$ cat src/rtl/upd_pkg.sv
`timescale 1ns / 1ps
package upd_pkg;

	// Largest count the design may report; the output field is 16 bits wide.
	localparam longint COUNT_MAX = 65535;
	localparam int CNT_W = 16;
	localparam logic [CNT_W-1:0] CNT_LIMIT =
		(COUNT_MAX < 65535) ? CNT_W'(COUNT_MAX) : {CNT_W{1'b1}};

	localparam logic [7:0] CH_PLUS  = 8'h2B;
	localparam logic [7:0] CH_PCT   = 8'h25;
	localparam logic [7:0] CH_SPACE = 8'h20;

	// Escape phase codes.
	localparam logic [1:0] PH_IDLE = 2'd0;
	localparam logic [1:0] PH_PCT  = 2'd1;
	localparam logic [1:0] PH_DIG  = 2'd2;

	// Queue between the front and the back.
	localparam int QDEPTH = 4;
	localparam int QPTR_W = $clog2(QDEPTH);
	localparam int QLVL_W = $clog2(QDEPTH + 1);

	// Bytes that one input item produces, in output order.
	typedef struct packed {
		logic [1:0]      n;
		logic [2:0][7:0] bytes;
		logic            last;
	} grp_t;

	typedef struct packed {
		logic              full;
		logic              empty;
		logic [QLVL_W-1:0] level;
	} q_stat_t;

	function automatic logic is_hex(input logic [7:0] c);
		return (c inside {[8'h30:8'h39], [8'h41:8'h46], [8'h61:8'h66]});
	endfunction

	function automatic logic [3:0] hex_val(input logic [7:0] c);
		logic [7:0] v;
		v = 8'h00;
		if (c inside {[8'h30:8'h39]}) begin
			v = c - 8'h30;
		end else if (c inside {[8'h41:8'h46]}) begin
			v = c - 8'h37;
		end else if (c inside {[8'h61:8'h66]}) begin
			v = c - 8'h57;
		end
		return v[3:0];
	endfunction

endpackage

$ cat src/rtl/upd_in_if.sv
`timescale 1ns / 1ps
interface upd_in_if;
	logic       valid;
	logic       ready;
	logic [7:0] in_byte;
	logic       in_last;

	modport source (output valid, output in_byte, output in_last, input ready);
	modport sink (input valid, input in_byte, input in_last, output ready);
endinterface

$ cat src/rtl/upd_out_if.sv
`timescale 1ns / 1ps
interface upd_out_if;
	logic        valid;
	logic        ready;
	logic [7:0]  out_byte;
	logic        out_last;
	logic [15:0] out_count;

	modport source (output valid, output out_byte, output out_last, output out_count,
		input ready);
	modport sink (input valid, input out_byte, input out_last, input out_count,
		output ready);
endinterface

$ cat src/rtl/upd_front.sv
`timescale 1ns / 1ps
module upd_front (
	input  logic            clk,
	input  logic            arst_n,
	upd_in_if.sink          rx,
	input  upd_pkg::q_stat_t q_stat,
	output logic            push,
	output upd_pkg::grp_t   push_grp
);
	import upd_pkg::*;

	logic [1:0]      phase_q;
	logic [7:0]      held_q;
	logic [1:0]      phase_d;
	logic [7:0]      held_d;
	logic [2:0][7:0] slot;
	logic [1:0]      k;
	logic            pl_emit;
	logic [7:0]      pl_val;
	logic            hx;
	logic            xfer;

	assign rx.ready = !q_stat.full;
	assign xfer = rx.valid && rx.ready;
	assign hx = is_hex(rx.in_byte);

	// A byte with no escape pending: '%' opens an escape, '+' becomes a space.
	assign pl_emit = (rx.in_byte != CH_PCT);
	assign pl_val = (rx.in_byte == CH_PLUS) ? CH_SPACE : rx.in_byte;

	always_comb begin
		slot = '0;
		k = 2'd0;
		phase_d = PH_IDLE;
		held_d = held_q;
		case (phase_q)
			PH_PCT: begin
				if (hx) begin
					phase_d = PH_DIG;
					held_d = rx.in_byte;
				end else begin
					slot[0] = CH_PCT;
					k = 2'd1;
					if (pl_emit) begin
						slot[1] = pl_val;
						k = 2'd2;
					end else begin
						phase_d = PH_PCT;
					end
				end
			end
			PH_DIG: begin
				if (hx) begin
					slot[0] = {hex_val(held_q), hex_val(rx.in_byte)};
					k = 2'd1;
				end else begin
					slot[0] = CH_PCT;
					slot[1] = held_q;
					k = 2'd2;
					if (pl_emit) begin
						slot[2] = pl_val;
						k = 2'd3;
					end else begin
						phase_d = PH_PCT;
					end
				end
			end
			default: begin
				if (pl_emit) begin
					slot[0] = pl_val;
					k = 2'd1;
				end else begin
					phase_d = PH_PCT;
				end
			end
		endcase

		// At the end of a string any partial escape goes out literally.
		if (rx.in_last) begin
			if (phase_d == PH_DIG) begin
				slot[0] = CH_PCT;
				slot[1] = held_d;
				k = 2'd2;
			end else if (phase_d == PH_PCT) begin
				slot[k] = CH_PCT;
				k = k + 2'd1;
			end
			phase_d = PH_IDLE;
			held_d = 8'h00;
		end
	end

	assign push = xfer && (k != 2'd0);
	assign push_grp = '{n: k, bytes: slot, last: rx.in_last};

	always_ff @(posedge clk or negedge arst_n) begin
		if (!arst_n) begin
			phase_q <= PH_IDLE;
			held_q <= 8'h00;
		end else if (xfer) begin
			phase_q <= phase_d;
			held_q <= held_d;
		end
	end

endmodule

$ cat src/rtl/upd_queue.sv
`timescale 1ns / 1ps
module upd_queue (
	input  logic             clk,
	input  logic             arst_n,
	input  logic             push,
	input  upd_pkg::grp_t    push_grp,
	input  logic             pop,
	output upd_pkg::grp_t    head,
	output upd_pkg::q_stat_t q_stat
);
	import upd_pkg::*;

	grp_t              mem_q [QDEPTH];
	logic [QPTR_W-1:0] wr_ptr_q;
	logic [QPTR_W-1:0] rd_ptr_q;
	logic [QLVL_W-1:0] level_q;
	logic              do_push;
	logic              do_pop;

	assign q_stat.level = level_q;
	assign q_stat.empty = (level_q == '0);
	assign q_stat.full = (level_q == QLVL_W'(QDEPTH));
	assign do_push = push && !q_stat.full;
	assign do_pop = pop && !q_stat.empty;
	assign head = mem_q[rd_ptr_q];

	always_ff @(posedge clk) begin
		if (do_push) begin
			mem_q[wr_ptr_q] <= push_grp;
		end
	end

	always_ff @(posedge clk or negedge arst_n) begin
		if (!arst_n) begin
			wr_ptr_q <= '0;
			rd_ptr_q <= '0;
			level_q <= '0;
		end else begin
			if (do_push) begin
				wr_ptr_q <= (wr_ptr_q == QPTR_W'(QDEPTH - 1)) ? '0 : wr_ptr_q + 1'b1;
			end
			if (do_pop) begin
				rd_ptr_q <= (rd_ptr_q == QPTR_W'(QDEPTH - 1)) ? '0 : rd_ptr_q + 1'b1;
			end
			if (do_push && !do_pop) begin
				level_q <= level_q + 1'b1;
			end else if (do_pop && !do_push) begin
				level_q <= level_q - 1'b1;
			end
		end
	end

endmodule

$ cat src/rtl/upd_back.sv
`timescale 1ns / 1ps
module upd_back (
	input  logic             clk,
	input  logic             arst_n,
	input  upd_pkg::grp_t    head,
	input  upd_pkg::q_stat_t q_stat,
	output logic             pop,
	upd_out_if.source        tx
);
	import upd_pkg::*;

	logic [1:0]       sel_q;
	logic [CNT_W-1:0] cnt_q;
	logic             vld_q;
	logic [7:0]       byte_q;
	logic             last_q;
	logic [CNT_W-1:0] count_q;
	logic             adv;
	logic             final_slot;
	logic             last_d;
	logic [CNT_W-1:0] cnt_inc;

	assign tx.valid = vld_q;
	assign tx.out_byte = byte_q;
	assign tx.out_last = last_q;
	assign tx.out_count = count_q;

	// The output register takes a new byte whenever the queue holds one and the register is empty or being drained.
	assign adv = !q_stat.empty && (!vld_q || tx.ready);
	assign final_slot = (sel_q == head.n - 2'd1);
	assign pop = adv && final_slot;
	assign last_d = head.last && final_slot;
	assign cnt_inc = (cnt_q == CNT_LIMIT) ? cnt_q : cnt_q + 1'b1;

	always_ff @(posedge clk) begin
		if (adv) begin
			byte_q <= head.bytes[sel_q];
			last_q <= last_d;
			count_q <= cnt_inc;
		end
	end

	always_ff @(posedge clk or negedge arst_n) begin
		if (!arst_n) begin
			vld_q <= 1'b0;
			sel_q <= 2'd0;
			cnt_q <= '0;
		end else begin
			if (adv) begin
				vld_q <= 1'b1;
				sel_q <= final_slot ? 2'd0 : sel_q + 2'd1;
				cnt_q <= last_d ? '0 : cnt_inc;
			end else if (tx.ready) begin
				vld_q <= 1'b0;
			end
		end
	end

endmodule

$ cat src/rtl/url_percent_decoder_top.sv
`timescale 1ns / 1ps
// Streaming URL form decoder. Raw bytes enter on rx, one per transfer, with in_last on the
// final byte of a string; decoded bytes leave on tx with out_last and a saturating running
// count. The front end accepts one byte per cycle while the queue is not full and resolves
// escapes in that cycle, so input never waits on a partial escape. The back end sends one
// decoded byte per cycle from a four-entry queue while tx.ready holds: an ordinary byte or
// a completed escape yields one output byte, a broken escape or end-of-string flush one to
// three. Bursts are absorbed by the queue, and rx.ready drops only when it is full.
module url_percent_decoder_top (
	input  logic      clk,
	input  logic      arst_n,
	upd_in_if.sink    rx,
	upd_out_if.source tx
);
	import upd_pkg::*;

	logic    push;
	logic    pop;
	grp_t    push_grp;
	grp_t    head;
	q_stat_t q_stat;

	upd_front u_front (
		.clk      (clk),
		.arst_n   (arst_n),
		.rx       (rx),
		.q_stat   (q_stat),
		.push     (push),
		.push_grp (push_grp)
	);

	upd_queue u_queue (
		.clk      (clk),
		.arst_n   (arst_n),
		.push     (push),
		.push_grp (push_grp),
		.pop      (pop),
		.head     (head),
		.q_stat   (q_stat)
	);

	upd_back u_back (
		.clk    (clk),
		.arst_n (arst_n),
		.head   (head),
		.q_stat (q_stat),
		.pop    (pop),
		.tx     (tx)
	);

`ifndef SYNTHESIS
	a_level_bound: assert property (@(posedge clk) disable iff (!arst_n)
		q_stat.level <= QLVL_W'(QDEPTH))
		else $error("queue level exceeds its depth");

	a_push_fills: assert property (@(posedge clk) disable iff (!arst_n)
		push |=> !q_stat.empty)
		else $error("queue empty right after a push");

	a_count_nonzero: assert property (@(posedge clk) disable iff (!arst_n)
		tx.valid |-> (tx.out_count != '0))
		else $error("decoded byte carries a zero count");
`endif

endmodule

$ cat src/flat_wrapper.sv
// flat-port wrapper written by rule: the top's interface ports become plain ports
module url_percent_decoder_top_flat import upd_pkg::*;
  (clk, arst_n, rx_valid, rx_in_byte, rx_in_last, rx_ready, tx_valid, tx_out_byte, tx_out_last, tx_out_count, tx_ready);
  upd_in_if rx_i ();
  upd_out_if tx_i ();
  input  logic clk;
  input  logic arst_n;
  input wire logic [$bits(rx_i.valid)-1:0] rx_valid;
  input wire logic [$bits(rx_i.in_byte)-1:0] rx_in_byte;
  input wire logic [$bits(rx_i.in_last)-1:0] rx_in_last;
  output wire logic [$bits(rx_i.ready)-1:0] rx_ready;
  output wire logic [$bits(tx_i.valid)-1:0] tx_valid;
  output wire logic [$bits(tx_i.out_byte)-1:0] tx_out_byte;
  output wire logic [$bits(tx_i.out_last)-1:0] tx_out_last;
  output wire logic [$bits(tx_i.out_count)-1:0] tx_out_count;
  input wire logic [$bits(tx_i.ready)-1:0] tx_ready;
  assign rx_i.valid = rx_valid;
  assign rx_i.in_byte = rx_in_byte;
  assign rx_i.in_last = rx_in_last;
  assign rx_ready = rx_i.ready;
  assign tx_valid = tx_i.valid;
  assign tx_out_byte = tx_i.out_byte;
  assign tx_out_last = tx_i.out_last;
  assign tx_out_count = tx_i.out_count;
  assign tx_i.ready = tx_ready;
  url_percent_decoder_top u_core (.clk(clk), .arst_n(arst_n), .rx(rx_i), .tx(tx_i));
endmodule
$ cat config.mk
export PLATFORM = sky130hd
export DESIGN_NAME = url_percent_decoder_top_flat
export DESIGN_NICKNAME = d
export VERILOG_FILES = /design/src/rtl/upd_pkg.sv /design/src/rtl/upd_in_if.sv /design/src/rtl/upd_out_if.sv /design/src/rtl/upd_front.sv /design/src/rtl/upd_queue.sv /design/src/rtl/upd_back.sv /design/src/rtl/url_percent_decoder_top.sv /design/src/flat_wrapper.sv
export SDC_FILE = /design/constraint.sdc
export NUM_CORES = 1
export LEC_CHECK = 0
export ABC_AREA = 1
export BUFFER_PORTS_ARGS = -buffer_cell sky130_fd_sc_hd__buf_2
export CORE_ASPECT_RATIO = 1.2
export CORE_MARGIN = 4
export CORE_UTILIZATION = 45
export CTS_BUF_LIST = sky130_fd_sc_hd__clkbuf_8
export DETAILED_ROUTE_END_ITERATION = 12
export HOLD_SLACK_MARGIN = 0.08
export MAX_ROUTING_LAYER = met4
export PLACE_DENSITY_LB_ADDON = 0.15
export SLEW_MARGIN = 20
export SYNTH_ARGS = -nofsm -noshare
export SYNTH_HDL_FRONTEND = slang
export SYNTH_SLANG_ARGS = --single-unit
export TNS_END_PERCENT = 5
$ cat constraint.sdc
create_clock -name clk -period 5.13 [get_ports clk]
set_clock_uncertainty 0.05 [all_clocks]
set_input_delay 0.513 -clock clk [delete_from_list [all_inputs] [get_ports clk]]
set_output_delay 0.513 -clock clk [all_outputs]
set_load 0.005 [all_outputs]
==> reports/metrics.cfg <==
[sta]
rsz0062_at_grt=no
maxSlewViolCount=0
finalHoldViolCount=0
fmax_ghz=0.274
finalSetupViolations=0
period_minus_slack_ps=3640
setup-tns-final_ps=0
tightest_slew_ps=923
maxSlewHeadroom_pct=38.5
period_share_pct=71.0
postLayoutSetupSlackWorst_ps=1490

[global_routing]
first_global_vias=5724
grt_max_degree=58
antenna_found_initial=0
grt_pass1_wl_mm=30.1
gr-total-overflow=0
grt_use_total_pct=19.9

[critical_path]
crit_required_ps=5410
worstSetupPathType=reg2reg
path_cells=inv_1 -> ha_1 -> inv_1 -> nand3_1 -> nand2_1 -> ha_1 -> nor2_1 -> nand2_1 -> nand2_1 -> inv_2 -> nand3_2 -> nand2_4 -> inv_2 -> ha_1 -> inv_1 -> fa_1 -> a21oi_1 -> o21ai_0 -> xor2_1
worst_path_dominant_cell_family=adder cells
startpoint_type=flip-flop
cp-end-kind=flip-flop
critPathMaxFanout=16
worst_path_max_delay_cell=ha_1
crit_path_max_incr_delay_ps=520
cp.arrival_ps=3920
cp_num_buf_inv=5

[power_and_ir_drop]
vdd_drop_max_mv=0.229
finalPower_uw=4470
p_per_area_nw_per_um2=502
static-leakage-power_uw=0.00361

[route]
postRouteAntennaNets=0
drc=0
viasPerCell=5.50
drt_wl_total_mm=18.8
first_iter_violations=319
vias=5713
wl_per_cell_um=18.1
first_pass_iters=5

[placement]
place_congestion=0.945
io_buffer_count=39
place_worst_setup_slack_ps=1180
hpwlAfterDp_mm=12.8

[finish]
area_growth_pct=10.4
antennaDiodeCount=0
utilization_pct=50.7
drive_above_1_share_pct=14.7
num-nets-final=839

[cts]
clk_pin_slew_worst_paths_ps=90
cts_setup_buffers=0
cts-resized-gates=0
numCtsBuffers=17
cts_tree=built
h-tree-depth=4
holdBufCountCts=0
clkSinkCount=169
clockRootBuffer=clkbuf_8
clock_latency_ps=440
clockBufferDepth=2

[synth]
yosys_warnings=0
synth_area_sq_um=8070
synth_ff_type=edfxtp_1
avgSynthCellArea_sq_um=10.5
synth_fp_nets=804
synth_seq_cells=169
synth_cell_type_count=48
yosysSeqAreaShare_pct=60.7
ys_async_sr_fraction_pct=21.3
syn_inst=770
synth-edff-count=133

[floorplanning]
die_w_um=130
row_count=53
core_region_area_sq_um=17600
fp.dieH_um=155
dieArea_sq_um=20100
start_util_pct=45.9
ios=40

[flow_run]
maxCapViolations=0

[worst_hold_path]
hold_path.class=in2async

[status]
status=completed

[worst register-to-register path: stages, from the launching register on]
cell and delay (ps):
dfrtp_1 380, inv_1 60, ha_1 520, inv_1 360, nand3_1 180, nand2_1 100, ha_1 310, nor2_1 100
nand2_1 50, nand2_1 80, inv_2 40, nand3_2 100, nand2_4 90, inv_2 80, ha_1 130, inv_1 70
fa_1 430, a21oi_1 140, o21ai_0 110, xor2_1 150
[through the flow]
step | cells | instance area, sq um | hold WS [ps]
5_1_grt | 1038 | 8900 | 171
2_1_floorplan | 770 | 8070 | 167
6_report | 1038 | 8900 | 124
4_1_cts | 1038 | 8900 | 132
3_5_place_dp | 1006 | 8460 | 479
3_3_place_gp | 1006 | 8460 | 462
[report_power, final]
part	total [uW]	switching, uW	internal [uW]
registers	2010	136	1870
logic	1420	964	459
clock network	1040	468	574
total	4470	1570	2900
[layer usage]
layer	up-vias	track usage [%]	wire (um)
met1	2770	24.4	7850
met4	0	6.58	293
met3	23	3.66	1040
met2	162	33.2	9620
li1	2758	-	-
met5	-	-	0
[registers in the layout, summed over array words and instances, names as in the netlist]
signal	count
u_core.u_back.tx.out_count	16
u_core.u_back.cnt_q	16
u_core.u_queue.level_q	3
u_core.u_queue.mem_q	108
u_core.u_back.sel_q	2
u_core.u_back.tx.out_byte	8
u_core.u_queue.rd_ptr_q	2
u_core.u_back.tx.out_last	1
u_core.u_back.tx.valid	1
u_core.u_front.phase_q	2
u_core.u_front.held_q	8
u_core.u_queue.wr_ptr_q	2
[layout make-up]
cell class	count	area (sq um)
clock inverter	15	209
sequential	169	4890
inverter	81	304
multi-input combinational	490	2740
fill	1556	8670
clock buffer	17	234
tap	220	275
timing repair buffer	46	248
[cell families after synthesis]
kind of cell / count (synthesis) / synth area share, %
AOI/OAI and AO/OA: 171 / 12.8
xor gates and xnor gates: 16 / 1.74
adders and majority gates: 21 / 3.35
buffers and inverters: 111 / 5.68
DFF: 169 / 60.7
and+or+nand+nor: 282 / 15.8
[synth_stat cells (all sizes together), types with 8 or more instances]
cell type,instances,area (sq um)
o221ai,13,114
o21ai,88,448
ha,20,250
nor2,93,373
edfxtp,133,3990
a21oi,16,95.1
buf,11,81.3
nand3,30,188
xor2,14,123
clkbuf,19,72.6
inv,80,300
nand4,8,65.1
nand2,134,536
nor3,11,55.1
o22ai,32,200
dfrtp,36,901
[cells in the final DEF (no fill, tap or decap), types with 2 or more instances in the layout]
master / count
edfxtp_1: 133
o211ai_1: 3
xor2_1: 14
ha_1: 20
o21ai_0: 77
nand2_1: 125
nor3_1: 11
a21oi_1: 14
dfrtp_1: 36
buf_4: 7
bufinv_16: 5
nor2_1: 87
clkbuf_8: 17
a31oi_1: 3
nand2_4: 2
nand4_1: 7
inv_2: 17
o22ai_1: 32
clkinv_2: 2
clkinv_1: 2
o221ai_1: 13
clkinv_4: 2
nor2_2: 4
xnor2_1: 2
nand2_2: 7
o21ai_2: 2
nand3_2: 5
a32o_1: 5
buf_2: 39
a22oi_1: 5
inv_1: 66
nand3_1: 24
nand3b_1: 2
o21ai_1: 9
[final timing paths]
path                                           start                   endpoint  slack [ps]  cells past startpoint
max                        u_core.u_front.phase_q[0]  u_core.u_queue.level_q[2]        1490                     19
min                                           arst_n    u_core.u_back.cnt_q[10]         120                      1
max reg2reg                u_core.u_front.phase_q[0]  u_core.u_queue.level_q[2]        1490                     19
min reg2reg                u_core.u_queue.level_q[0]  u_core.u_queue.level_q[0]         490                      1
max in group asynchronous                     arst_n   u_core.u_front.held_q[3]        4360                      1
min in group clk                            tx_ready     u_core.u_back.tx.valid         210                      2
(Power assumes the default switching activity.)
